<file path="config.mk">
export PLATFORM = sky130hd
export DESIGN_NAME = sbs_engine
export DESIGN_NICKNAME = d
export VERILOG_FILES = /design/src/rtl/sbs_pkg.sv /design/src/rtl/sbs_engine.sv
export SDC_FILE = /design/constraint.sdc
export NUM_CORES = 1
export LEC_CHECK = 0
export BUFFER_PORTS_ARGS = -buffer_cell sky130_fd_sc_hd__buf_2
export CELL_PAD_IN_SITES_DETAIL_PLACEMENT = 0
export CELL_PAD_IN_SITES_GLOBAL_PLACEMENT = 1
export CORE_ASPECT_RATIO = 2
export CORE_MARGIN = 2
export CORE_UTILIZATION = 35
export DETAILED_ROUTE_END_ITERATION = 10
export HOLD_SLACK_MARGIN = 0.15
export PLACE_DENSITY = 0.79
export SYNTH_ARGS = -nofsm -noshare
export SYNTH_HDL_FRONTEND = slang
export SYNTH_SLANG_ARGS = --single-unit
</file>
<file path="constraint.sdc">
create_clock -name clk -period 3.6 [get_ports clk]
set_input_delay 0.54 -clock clk [delete_from_list [all_inputs] [get_ports clk]]
set_output_delay 0.54 -clock clk [all_outputs]
set_load 0.01 [all_outputs]
</file>
<file path="src/rtl/sbs_pkg.sv">
// ----------------------------------------------------------------------------
// sbs_pkg
// shared types and constants of the sorted table binary search block
// ----------------------------------------------------------------------------
package sbs_pkg;

  localparam int TABLE_DEPTH = 1024;
  localparam int DATA_W      = 32;
  localparam int IDX_W       = 10;                       // entry_index field
  localparam int ADDR_W      = $clog2(TABLE_DEPTH);      // table address
  localparam int CNT_W       = $clog2(TABLE_DEPTH + 1);  // entry count / bounds

  localparam logic FUNC_WRITE  = 1'b0;
  localparam logic FUNC_SEARCH = 1'b1;

  typedef struct packed {
    logic                     func;
    logic [IDX_W-1:0]         entry_index;
    logic signed [DATA_W-1:0] entry_value;
    logic signed [DATA_W-1:0] search_key;
  } in_item_t;

  typedef struct packed {
    logic             found;
    logic [CNT_W-1:0] position;
  } out_item_t;

  // table port request from the search engine
  typedef struct packed {
    logic              we;
    logic [ADDR_W-1:0] addr;
    logic [DATA_W-1:0] wdata;
  } ram_req_t;

endpackage

</file>
<file path="src/rtl/sbs_engine.sv">
// ----------------------------------------------------------------------------
// sbs_engine
// command decode and binary search sequencer, one table probe per cycle
// ----------------------------------------------------------------------------
module sbs_engine (
  input  logic                     clk,
  input  logic                     rst_n,
  input  logic                     start,
  output logic                     busy,
  input  sbs_pkg::in_item_t        in_item,
  input  logic [sbs_pkg::CNT_W-1:0] count,
  output sbs_pkg::ram_req_t        ram_req,
  input  logic [sbs_pkg::DATA_W-1:0] ram_rdata,
  output logic                     out_valid,
  output sbs_pkg::out_item_t       out_item
);
  import sbs_pkg::*;

  typedef enum logic {S_IDLE, S_SEARCH} state_t;

  state_t                    state_r, state_nxt;
  logic [CNT_W-1:0]          low_r, low_nxt;   // lowest candidate
  logic [CNT_W-1:0]          hi_r, hi_nxt;     // one past highest candidate
  logic [ADDR_W-1:0]         mid_r, mid_nxt;   // entry being probed
  logic signed [DATA_W-1:0]  key_r, key_nxt;
  logic                      out_valid_r, out_valid_nxt;
  out_item_t                 out_item_r, out_item_nxt;

  logic                      accept;
  logic signed [DATA_W-1:0]  probe;
  logic [CNT_W:0]            sum_lo, sum_hi;
  logic [ADDR_W-1:0]         mid_go_lo, mid_go_hi, mid_first;
  logic [CNT_W-1:0]          mid_ext, mid_inc;
  logic [CNT_W-1:0]          count_m1;

  assign accept   = start && (state_r == S_IDLE);
  assign probe    = $signed(ram_rdata);
  assign mid_ext  = CNT_W'(mid_r);
  assign mid_inc  = mid_ext + CNT_W'(1);
  assign count_m1 = count - CNT_W'(1);
  assign mid_first = count_m1[ADDR_W:1];
  // both candidate next probes, picked by the compare
  assign sum_lo    = {1'b0, low_r} + {1'b0, mid_ext} - (CNT_W+1)'(1);
  assign sum_hi    = {1'b0, mid_ext} + {1'b0, hi_r};
  assign mid_go_lo = sum_lo[ADDR_W:1];
  assign mid_go_hi = sum_hi[ADDR_W:1];

  always_comb begin
    state_nxt     = state_r;
    low_nxt       = low_r;
    hi_nxt        = hi_r;
    mid_nxt       = mid_r;
    key_nxt       = key_r;
    out_valid_nxt = 1'b0;
    out_item_nxt  = out_item_r;
    ram_req.we    = 1'b0;
    ram_req.addr  = mid_r;
    ram_req.wdata = in_item.entry_value;

    unique case (state_r)
      S_IDLE: begin
        if (accept && in_item.func == FUNC_WRITE) begin
          ram_req.addr = in_item.entry_index[ADDR_W-1:0];
          ram_req.we   = (CNT_W'(in_item.entry_index) < CNT_W'(TABLE_DEPTH));
        end else if (accept) begin
          key_nxt = in_item.search_key;
          if (count == '0) begin
            out_valid_nxt         = 1'b1;
            out_item_nxt.found    = 1'b0;
            out_item_nxt.position = '0;
          end else begin
            low_nxt      = '0;
            hi_nxt       = count;
            mid_nxt      = mid_first;
            ram_req.addr = mid_first;
            state_nxt    = S_SEARCH;
          end
        end
      end
      S_SEARCH: begin
        if (probe == key_r) begin
          out_valid_nxt         = 1'b1;
          out_item_nxt.found    = 1'b1;
          out_item_nxt.position = mid_inc;
          state_nxt             = S_IDLE;
        end else if (key_r < probe) begin
          hi_nxt = mid_ext;
          if (low_r < mid_ext) begin
            mid_nxt      = mid_go_lo;
            ram_req.addr = mid_go_lo;
          end else begin
            out_valid_nxt         = 1'b1;
            out_item_nxt.found    = 1'b0;
            out_item_nxt.position = '0;
            state_nxt             = S_IDLE;
          end
        end else begin
          low_nxt = mid_inc;
          if (mid_inc < hi_r) begin
            mid_nxt      = mid_go_hi;
            ram_req.addr = mid_go_hi;
          end else begin
            out_valid_nxt         = 1'b1;
            out_item_nxt.found    = 1'b0;
            out_item_nxt.position = '0;
            state_nxt             = S_IDLE;
          end
        end
      end
      default: state_nxt = S_IDLE;
    endcase
  end

  always_ff @(posedge clk) begin
    if (!rst_n) begin
      state_r     <= S_IDLE;
      out_valid_r <= 1'b0;
    end else begin
      state_r     <= state_nxt;
      out_valid_r <= out_valid_nxt;
    end
    low_r      <= low_nxt;
    hi_r       <= hi_nxt;
    mid_r      <= mid_nxt;
    key_r      <= key_nxt;
    out_item_r <= out_item_nxt;
  end

  assign busy      = (state_r != S_IDLE);
  assign out_valid = out_valid_r;
  assign out_item  = out_item_r;

endmodule

</file>
==> flow_metrics.env, run 1 <==
export IMPL_syn_to_final_growth_pct=38.00
export IMPL_synth_seq_area_share_pct=36.99
export IMPL_detailed_place_hpwl_um=15020
export IMPL_synthArstFlopShare_pct=0
export IMPL_drv_cap=0
export IMPL_ant_nets=0
export IMPL_place_congestion=0.8989
export IMPL_synth_edf_count=76
export IMPL_violations="negative setup slack"
export IMPL_clk_pin_slew_ns=0.06
export IMPL_period_minus_slack_ns=4.111
export IMPL_r2r_end="mid_r[6]"
export IMPL_yosys_most_used_dff="edfxtp_1"
export IMPL_clk_latency_ns=0.34
export IMPL_syn_num_nets=871
export IMPL_rsz0062_at_grt="true"
export IMPL_drv_slew=0
export IMPL_rows=69
export IMPL_fp_coreArea_sq_um=17700
export IMPL_cts_sinks=78
export IMPL_ys_types=62
export IMPL_stdcell_area_sq_um=8665
export IMPL_drt_vias_per_instance=5.149
export IMPL_drt_total_wl_um=19110
export IMPL_ios=178
export IMPL_postSynthAreaPerCell_sq_um=9.399
export IMPL_postPlaceCellArea_sq_um=7491
export IMPL_leakage_nw=3.969
export IMPL_grt_start_max_net_pins=35
export IMPL_cpPeakStageDelay_ns=0.36
export IMPL_htree_num_levels=3
export IMPL_hold_viol=0
export IMPL_status="finished, violations left"
export IMPL_worstSetupPathType="reg2out"
export IMPL_crit_path_start="mid_r[4]"
export IMPL_clock_path_buffers=2
export IMPL_drtPass1Iterations=4
export IMPL_cts_tree="yes"
export IMPL_final_nets=1076
export IMPL_setup_viol=11
export IMPL_fill_cells=1672
export IMPL_clockRootBuffer="clkbuf_16"
export IMPL_ys_warn_count=0
export IMPL_r2r_cells=23
export IMPL_die_height_um=193.4
export IMPL_fin_cells=1091
export IMPL_timing_fmax_ghz=0.2433
export IMPL_worst_slew_pin_slew_ns=0.8149
export IMPL_die_w_um=98.71
export IMPL_wl_per_cell_um=17.51
export IMPL_hp_class="in2reg"
export IMPL_syn_inst=668
export IMPL_cp_max_fo=3
export IMPL_grt_pass1_vias=5928
export IMPL_r2r_start="mid_r[4]"
export IMPL_die_area_sq_um=19090
export IMPL_grt_pass1_wl_um=29300
export IMPL_initial_core_util_pct=35.48
export IMPL_slew_headroom_pct=45.48
export IMPL_final_layout_size_suffix_gt1_share_pct=38.84
export IMPL_groute_usage_overall_pct=20.07
export IMPL_critPathCapture="ram_req[33]"
export IMPL_r2r_slack_ns=-0.18
export IMPL_end_kind="output pin"
export IMPL_grt_overflow=0
export IMPL_io_buffers=113
export IMPL_crit_required_ns=3.06
export IMPL_ff_latch_area_sq_um=2322
export IMPL_drc=0
export IMPL_num_antenna_cells=0
export IMPL_multi_input_area_sq_um=3701
export IMPL_worstPathCellList="inv_2 -> nor3_4 -> and3_4 -> nand3_4 -> xnor2_2 -> inv_2 -> ha_4 -> o21a_1 -> a221oi_2 -> o21bai_1 -> buf_4 -> nand2b_4 -> mux2i_2 -> a21oi_2 -> o31ai_1 -> buf_4 -> buf_6"
export IMPL_vdd_drop_max_uv=276.9
export IMPL_worst_slack_ns=-0.5109
export IMPL_critPathLaunchType="flop"
export IMPL_dp_cells=1032
export IMPL_dp_slack_ns=-0.3932
export IMPL_drtIter0Drc=196
export IMPL_ys_ff_latch=78
export IMPL_fin_crit_sh_pct=114.2
export IMPL_crit_arrival_ns=3.57
export IMPL_cp_slowest_cell="edfxtp_1"
export IMPL_finClkSkew_ns=0.01063
export IMPL_powerDensity_nw_per_um2=508.2
export IMPL_cts_buffers=9
export IMPL_num_vias=5618
export IMPL_antenna_found_initial=0
export IMPL_netlist_area_sq_um=6279
==> worst min path at each step <==
| stage | end | slack [ns] | start | cells after the start |
|---|---|---|---|---|
| 3_3_place_gp | hi_r[4] | 0.68 | mid_r[4] | 2 |
| 6_report | key_r[7] | 0.37 | in_item[7] | 1 |
| 3_5_place_dp | hi_r[4] | 0.71 | mid_r[4] | 2 |
| 5_1_grt | key_r[12] | 0.35 | in_item[12] | 1 |
| 2_1_floorplan | hi_r[7] | 0.63 | mid_r[7] | 1 |
| 4_1_cts | key_r[2] | 0.35 | in_item[2] | 1 |
==> layout make-up <==
type                    count  share of cell area [%]
clock inverters             3                  0.7798
repair buffers            241                   19.38
well taps                 213                   3.076
flip-flops and latches     78                   26.80
clock buffers              13                   3.004
inverters                  98                   4.245
multi-input cells         445                   42.71
==> cell usage in the layout, fill, tap and decap left out, drive strengths merged, types with 7 or more instances in the layout <==
master / n
a21oi: 32
and2: 7
buf: 241
clkbuf: 13
edfxtp: 76
ha: 80
inv: 97
mux2: 10
nand2: 47
nand2b: 9
nand3: 23
nand4: 9
nor2: 47
nor3: 21
nor4: 8
o211ai: 12
o21a: 12
o21ai: 31
xnor2: 19
xor2: 11
==> cells in the mapped netlist (9+ instances only) <==
| cell type | number | share of area (%) |
|---|---|---|
| xnor2_1 | 19 | 2.7 |
| nand3_1 | 23 | 1.8 |
| xor2_1 | 11 | 1.5 |
| buf_4 | 33 | 3.9 |
| nor3_1 | 21 | 1.7 |
| o21ai_0 | 26 | 2.1 |
| edfxtp_1 | 76 | 36 |
| mux2_2 | 9 | 1.6 |
| ha_1 | 80 | 16 |
| o21a_1 | 12 | 1.4 |
| inv_1 | 97 | 5.8 |
| nand2b_1 | 9 | 0.90 |
| o211ai_1 | 12 | 1.4 |
| nand2_1 | 47 | 2.8 |
| nor2_1 | 47 | 2.8 |
| clkbuf_1 | 13 | 0.78 |
| a21oi_1 | 32 | 2.6 |
==> cells by family after synthesis <==
family | after synthesis | synth area share, %
AOI/OAI and AO/OA | 131 | 14.25
xor gates and xnor gates | 30 | 4.185
adders and majority gates | 82 | 16.58
buffers and inverters | 145 | 10.76
DFF | 78 | 36.99
muxes | 15 | 2.650
and+or+nand+nor | 187 | 14.59
==> power breakdown <==
part / internal, mW / total [mW] / leakage [nW] / switching [mW]
combinational: 1.10 / 2.25 / 3.09 / 1.14
sequential: 1.10 / 1.14 / 0.719 / 0.0479
clock: 0.646 / 1.01 / 0.156 / 0.368
total: 2.84 / 4.40 / 3.97 / 1.56
==> stage by stage <==
stage	TNS, ns	utilization (%)	hold WS [ns]	total power [mW]
after global routing	-5.791	48.96	0.3520	4.669
after floorplan	0	-	0.6264	2.287
after global placement	-2.353	42.33	0.6832	2.933
after detailed placement	-2.565	42.33	0.7059	2.950
final	-4.152	48.96	0.3664	4.403
after CTS	-3.130	47.61	0.3550	4.258
==> repair_timing <==
item / CTS / global route
resized for setup: 66 / 51
hold buffers: 0 / 0
buffers inserted: 39 / 12
setup endpoints to repair: 10 / 13
pin swaps: 28 / 22
==> worst max-delay path: cells and delay by family (launching register included) <==
kind / cells / cell delay [ns]
fa+ha+maj: 1 / 0.22
buf+inv: 5 / 0.55
xor+xnor: 1 / 0.19
simple gates: 4 / 0.77
flops: 1 / 0.36
mux: 1 / 0.21
compound gates: 5 / 0.92
==> routing by layer <==
metal	track usage (%)	vias to the layer above	routed length (um)	share of wire [%]
met5	0	-	0	0
met4	15.22	0	1510	7.9
met3	2.637	74	676	3.5
met2	39.91	187	10890	57
met1	16.99	2617	6033	32
li1	-	2740	-	-
==> flip-flops by register name (all words and copies together), names as in the netlist <==
name and count:
key_r 32, out_item 12, hi_r 11, low_r 11, mid_r 10, busy 1
out_valid 1
No activity file was read; power rests on OpenSTA's default activity.
==> inputs of run 2 (changes only) <==
--- a/config.mk
+++ b/config.mk
@@ -14,6 +14,7 @@
 export DETAILED_ROUTE_END_ITERATION = 10
 export HOLD_SLACK_MARGIN = 0.15
 export PLACE_DENSITY = 0.79
+export RECOVER_POWER = 50
 export SYNTH_ARGS = -nofsm -noshare
 export SYNTH_HDL_FRONTEND = slang
 export SYNTH_SLANG_ARGS = --single-unit
==> flow_metrics.env, run 2 (synthesis gave the netlist of run 1 again) <==
export IMPL_clk_pin_slew_ns=0.06
export IMPL_htree_num_levels=3
export IMPL_end_kind="output pin"
export IMPL_cts_hold_buf=0
export IMPL_drc=0
export IMPL_finClkSkew_ns=0.01025
export IMPL_drtPass1Iterations=5
export IMPL_seqPwrFrac_pct=26.0
export IMPL_critPathLaunchType="flop"
export IMPL_antenna_found_initial=0
export IMPL_die_w_um=98.71
export IMPL_final_nets=1076
export IMPL_clock_path_buffers=2
export IMPL_clockRootBuffer="clkbuf_16"
export IMPL_die_area_sq_um=19090
export IMPL_hold_viol=0
export IMPL_drv_slew=70
export IMPL_dp_cells=1032
export IMPL_drv_cap=2
export IMPL_io_buffers=113
export IMPL_cp_buffers_inverters=5
export IMPL_cts_tree="yes"
export IMPL_worstPathCellList="inv_2 -> nor3_4 -> and3_4 -> nand3_4 -> xnor2_2 -> inv_2 -> ha_4 -> o21a_1 -> a221oi_2 -> o21bai_1 -> buf_4 -> nand2b_4 -> mux2i_2 -> a21oi_2 -> o31ai_1 -> buf_4 -> buf_6"
export IMPL_cp_slowest_cell="edfxtp_1"
export IMPL_fp_coreArea_sq_um=17700
export IMPL_hold_slack_ns=0.3658
export IMPL_rsz0062_at_grt="true"
export IMPL_syn_to_final_growth_pct=37.60
export IMPL_drt_total_wl_um=19070
export IMPL_p_clk_share_pct=23.0
export IMPL_fin_cells=1091
export IMPL_fin_crit_sh_pct=113.6
export IMPL_ant_nets=0
export IMPL_grt_pass1_wl_um=29300
export IMPL_crit_arrival_ns=3.55
export IMPL_status="finished, violations left"
export IMPL_cp_max_fo=3
export IMPL_worst_slew_pin_slew_ns=2.013
export IMPL_cts_buffers=9
export IMPL_place_congestion=0.8989
export IMPL_regMostFlops="key_r"
export IMPL_final_layout_size_suffix_gt1_share_pct=37.02
export IMPL_initial_core_util_pct=35.48
export IMPL_cts_sinks=78
export IMPL_clk_latency_ns=0.34
export IMPL_groute_usage_overall_pct=20.07
export IMPL_period_minus_slack_ns=4.091
export IMPL_switching_power_mw=1.558
export IMPL_final_util_pct=48.82
export IMPL_worstSetupPathType="reg2out"
export IMPL_grt_start_max_net_pins=35
export IMPL_setup_viol=11
export IMPL_ios=178
export IMPL_grt_overflow=0
export IMPL_crit_required_ns=3.06
export IMPL_final_common_cell="buf_4"
export IMPL_fill_cells=1683
export IMPL_slew_headroom_pct=-34.23
export IMPL_p_sw_share_pct=35.41
export IMPL_dp_slack_ns=-0.3932
export IMPL_wl_per_cell_um=17.48
export IMPL_num_vias=5645
export IMPL_cpPeakStageDelay_ns=0.36
export IMPL_grt_pass1_vias=5928
export IMPL_timing_fmax_ghz=0.2445
export IMPL_leakage_nw=3.933
export IMPL_die_height_um=193.4
export IMPL_detailed_place_hpwl_um=15020
export IMPL_drtIter0Drc=176
export IMPL_violations="max-capacitance violations, max-slew violations, negative setup slack"
export IMPL_final_cell_mix="96 x buf_4, 94 x buf_2, 93 x inv_1, 76 x edfxtp_1, 74 x ha_1"
export IMPL_vdd_drop_max_uv=276.5
export IMPL_drt_vias_per_instance=5.174
export IMPL_largest_register_ffs=32
export IMPL_p_int_mw=2.841
export IMPL_worst_slack_ns=-0.4906
export IMPL_num_antenna_cells=0
export IMPL_cp_top_family="compound AO/OA/AOI/OAI gates"
export IMPL_rows=69
export IMPL_share_comb_of_total_power_pct=50.9
export IMPL_hp_class="in2reg"
export IMPL_powerDensity_nw_per_um2=509.2
[run 2: changes by cell type in the layout (fill, tap and decap cells not counted)]
cell and change:
buf_2 -14, and2_0 +2, clkbuf_4 +2, buf_4 -4
and2_1 -2, clkbuf_1 +16
[run 2: area by class of cell]
cell class                      instances  area, sq um  share of cell area (%)
Sequential cell                        78         2322                   26.88
Tap cell                              213        266.5                   3.085
Clock inverter                          3        67.56                  0.7820
Clock buffer                           13        260.3                   3.012
Timing Repair Buffer                  241         1654                   19.15
Multi-Input combinational cell        445         3701                   42.84
Inverter                               98        367.9                   4.258
[run 2: metal layers]
layer  part of all wire, %  GRT usage [%]  vias to the layer above
li1                      -              -                     2744
met1                    31          16.99                     2626
met2                    57          39.91                      197
met3                   3.8          2.637                       78
met4                   8.2          15.22                        0
met5                     0              0                        -
[run 2: power by group through the flow]
stage               Combinational (mW)  Clock [mW]  Sequential [mW]
floorplan                         1.12           0             1.17
global placement                  1.78           0             1.15
detailed placement                1.79           0             1.16
CTS                               2.08        1.04             1.14
global route                      2.45        1.07             1.15
finish                            2.24        1.01             1.15
[run 2: through the flow]
step	cell area (sq um)	power, mW	TNS, ns
after floorplan	6326	2.287	0
after global placement	7491	2.933	-2.353
after detailed placement	7491	2.950	-2.565
after CTS	8426	4.258	-3.130
after global routing	8640	4.667	-6.773
final	8640	4.399	-4.174
[run 2: path summary, 6_finish.rpt]
check	cells past startpoint	startpoint	to	slack (ns)
worst max-delay path	17	mid_r[4]	ram_req[33]	-0.49
worst min-delay path	1	in_item[7]	key_r[7]	0.37
worst max register to register	23	mid_r[4]	mid_r[6]	-0.18
worst min register to register	2	mid_r[7]	hi_r[7]	0.72
[run 2: timing repair]
action	CTS	global route
pin swaps	28	22
endpoints found under the setup margin	10	13
gates resized for setup	66	51
endpoints found under the hold margin	0	0
buffers inserted	39	12
==> inputs of run 3 (changes only) <==
--- a/config.mk
+++ b/config.mk
@@ -5,6 +5,7 @@
 export SDC_FILE = /design/constraint.sdc
 export NUM_CORES = 1
 export LEC_CHECK = 0
+export ABC_AREA = 1
 export BUFFER_PORTS_ARGS = -buffer_cell sky130_fd_sc_hd__buf_2
 export CELL_PAD_IN_SITES_DETAIL_PLACEMENT = 0
 export CELL_PAD_IN_SITES_GLOBAL_PLACEMENT = 1
@@ -13,7 +14,7 @@
 export CORE_UTILIZATION = 35
 export DETAILED_ROUTE_END_ITERATION = 10
 export HOLD_SLACK_MARGIN = 0.15
-export PLACE_DENSITY = 0.79
+export PLACE_DENSITY = 0.81
 export RECOVER_POWER = 50
 export SYNTH_ARGS = -nofsm -noshare
 export SYNTH_HDL_FRONTEND = slang
==> flow_metrics.env, run 3 <==
export IMPL_synth_top_family_by_area="simple AND/OR/NAND/NOR gates"
export IMPL_detailed_place_hpwl_um=16600
export IMPL_synth_most_common_cell="nand2_1"
export IMPL_rsz0062_at_grt="true"
export IMPL_switching_power_mw=1.702
export IMPL_worst_slack_ns=-0.2588
export IMPL_synthTopCellsByCount="171 x nand2_1, 153 x inv_1, 80 x ha_1"
export IMPL_dp_cells=1160
export IMPL_fin_crit_sh_pct=107.2
export IMPL_io_buffers=113
export IMPL_syn_to_final_growth_pct=23.62
export IMPL_cpPeakStageDelay_ns=0.41
export IMPL_die_w_um=100.9
export IMPL_r2r_cells=23
export IMPL_groute_usage_overall_pct=20.23
export IMPL_power_total_mw=4.099
export IMPL_grt_start_max_net_pins=33
export IMPL_r2r_end="out_item[1]"
export IMPL_cp_buffers_inverters=4
export IMPL_worstPathCellList="ha_2 -> nand2_2 -> inv_2 -> nand2_2 -> nor2_4 -> nand2_2 -> nor3_4 -> nand2_2 -> nor2_1 -> ha_1 -> a21oi_2 -> o21a_1 -> nand2_2 -> nor2_4 -> inv_4 -> buf_4 -> o21ai_2 -> nand2_2 -> nand2_2 -> nand2_2 -> nand3_1 -> buf_2"
export IMPL_cts_sinks=78
export IMPL_yosys_area_top_type="edfxtp_1"
export IMPL_synth_adder_area_share_pct=15.83
export IMPL_worst_slew_pin_slew_ns=0.9176
export IMPL_vdd_drop_max_uv=248.5
export IMPL_regMostFlops="key_r"
export IMPL_hold_slack_ns=0.3626
export IMPL_worstSetupPathType="reg2out"
export IMPL_yosys_top_cells_area="edfxtp_1 35%, ha_1 15%, nand2_1 9.8%, inv_1 8.7%, nand3_1 4.5%"
export IMPL_clk_pin_slew_ns=0.07
export IMPL_muxShareOfSynthArea_pct=0
export IMPL_p_int_mw=2.398
export IMPL_hp_class="in2reg"
export IMPL_synth_seq_area_share_pct=35.32
export IMPL_fin_cells=1192
export IMPL_seqPwrFrac_pct=28.3
export IMPL_cts_buffers=9
export IMPL_path_common_cell="nand2_2"
export IMPL_synth_simple_area_share_pct=22.30
export IMPL_postPlaceCellArea_sq_um=7433
export IMPL_clock_path_buffers=2
export IMPL_slew_headroom_pct=38.68
export IMPL_synth_compound_area_share_pct=9.363
export IMPL_drv_slew=0
export IMPL_holdPathStages=1
export IMPL_drt_total_wl_um=20270
export IMPL_synthXorXnorAreaFrac_pct=3.064
export IMPL_clk_latency_ns=0.35
export IMPL_powerDensity_nw_per_um2=504.4
export IMPL_largest_register_ffs=32
export IMPL_yosys_most_used_dff="edfxtp_1"
export IMPL_drv_cap=0
export IMPL_whs_endpoint="key_r[28]"
export IMPL_period_minus_slack_ns=3.859
export IMPL_ant_nets=0
export IMPL_ys_ff_latch=78
export IMPL_place_congestion=0.9290
export IMPL_setup_viol=10
export IMPL_drt_vias_per_instance=4.960
export IMPL_crit_required_ns=3.06
export IMPL_final_layout_size_suffix_gt1_share_pct=27.66
export IMPL_num_antenna_cells=0
export IMPL_antenna_found_initial=0
export IMPL_critPathLaunchType="flop"
export IMPL_r2r_slack_ns=0.17
export IMPL_dp_slack_ns=-0.01982
export IMPL_syn_inst=835
export IMPL_final_util_pct=44.19
export IMPL_hold_viol=0
export IMPL_synth_edf_count=76
export IMPL_netlist_area_sq_um=6575
export IMPL_final_cell_mix="155 x nand2_1, 149 x inv_1, 106 x buf_2, 76 x ha_1, 76 x edfxtp_1"
export IMPL_drtIter0Drc=314
export IMPL_drc=0
export IMPL_fp_coreArea_sq_um=18390
export IMPL_grt_overflow=0
export IMPL_violations="negative setup slack"
export IMPL_synthArstFlopShare_pct=0
export IMPL_synth_top_area_share_pct=34.71
export IMPL_share_comb_of_total_power_pct=50.2
export IMPL_htree_num_levels=3
export IMPL_cts_tree="yes"
export IMPL_p_clk_share_pct=21.5
export IMPL_finClkSkew_ns=0.01220
export IMPL_r2r_start="mid_r[0]"
export IMPL_grt_pass1_vias=5847
export IMPL_final_nets=1174
export IMPL_syn_num_nets=1038
export IMPL_setup_tns_final_ns=-2.286
export IMPL_cp_max_fo=4
export IMPL_num_vias=5912
export IMPL_initial_core_util_pct=35.75
export IMPL_p_sw_share_pct=41.51
export IMPL_leakage_nw=4.070
export IMPL_min_from="in_item[28]"
export IMPL_grt_pass1_wl_um=29620
export IMPL_ys_types=39
export IMPL_ys_warn_count=0
export IMPL_die_area_sq_um=19960
export IMPL_crit_arrival_ns=3.32
export IMPL_wl_per_cell_um=17.01
export IMPL_clockRootBuffer="clkbuf_16"
export IMPL_stdcell_area_sq_um=8128
export IMPL_status="finished, violations left"
export IMPL_cp_slowest_cell="edfxtp_1"
export IMPL_final_common_cell="nand2_1"
export IMPL_crit_path_start="mid_r[0]"
export IMPL_cp_top_family="simple AND/OR/NAND/NOR gates"
export IMPL_drtPass1Iterations=6
export IMPL_postSynthAreaPerCell_sq_um=7.874
export IMPL_ios=178
export IMPL_die_height_um=197.8
export IMPL_rows=70
export IMPL_end_kind="output pin"
export IMPL_timing_fmax_ghz=0.2591
run 3: area by class of cell:
cell class	count	area, sq um
clock buffer	12	246.5
clock inverter	4	31.28
fill	1862	10260
inverter	156	588.1
multi-input combinational	551	3566
sequential	78	2322
tap	216	270.3
timing repair buffer	175	1104
run 3: power by group through the flow:
| stage | sequential, mW | clock, mW | combinational, mW |
|---|---|---|---|
| detailed placement | 1.18 | 0 | 1.82 |
| floorplan | 1.17 | 0 | 1.17 |
| global route | 1.17 | 0.922 | 2.27 |
| global placement | 1.17 | 0 | 1.82 |
| CTS | 1.16 | 0.900 | 1.95 |
| finish | 1.16 | 0.881 | 2.06 |
run 3: metal layers:
layer / GRT usage, % / vias up / part of all wire [%]
met5: 0 / - / 0
met4: 17.02 / 0 / 8.5
met3: 1.906 / 76 / 4.2
met2: 40.49 / 193 / 57
met1: 16.64 / 2679 / 30
li1: - / 2964 / -
run 3: what timing repair did:
| action | in CTS | in global routing |
|---|---|---|
| setup endpoints to repair | 10 | 10 |
| setup buffers | 11 | 4 |
| cloned | 1 | 0 |
| resized for setup | 46 | 28 |
| hold buffers | 0 | 0 |
| pin swaps | 12 | 11 |
run 3: worst max-delay path by stage:
stage	to	slack [ns]	cells past startpoint
final	ram_req[38]	-0.26	22
after floorplan	ram_req[33]	0.24	19
after global placement	ram_req[38]	0.04	24
after global routing	ram_req[38]	-0.47	22
after detailed placement	ram_req[38]	-0.02	21
after CTS	ram_req[38]	-0.19	20
run 3: logic make-up after synthesis:
group,after synthesis
flip-flops,78
AND/OR/NAND/NOR,329
XOR/XNOR,23
buffers and inverters,206
adder cells (fa/ha/maj),82
AO/OA/AOI/OAI,117
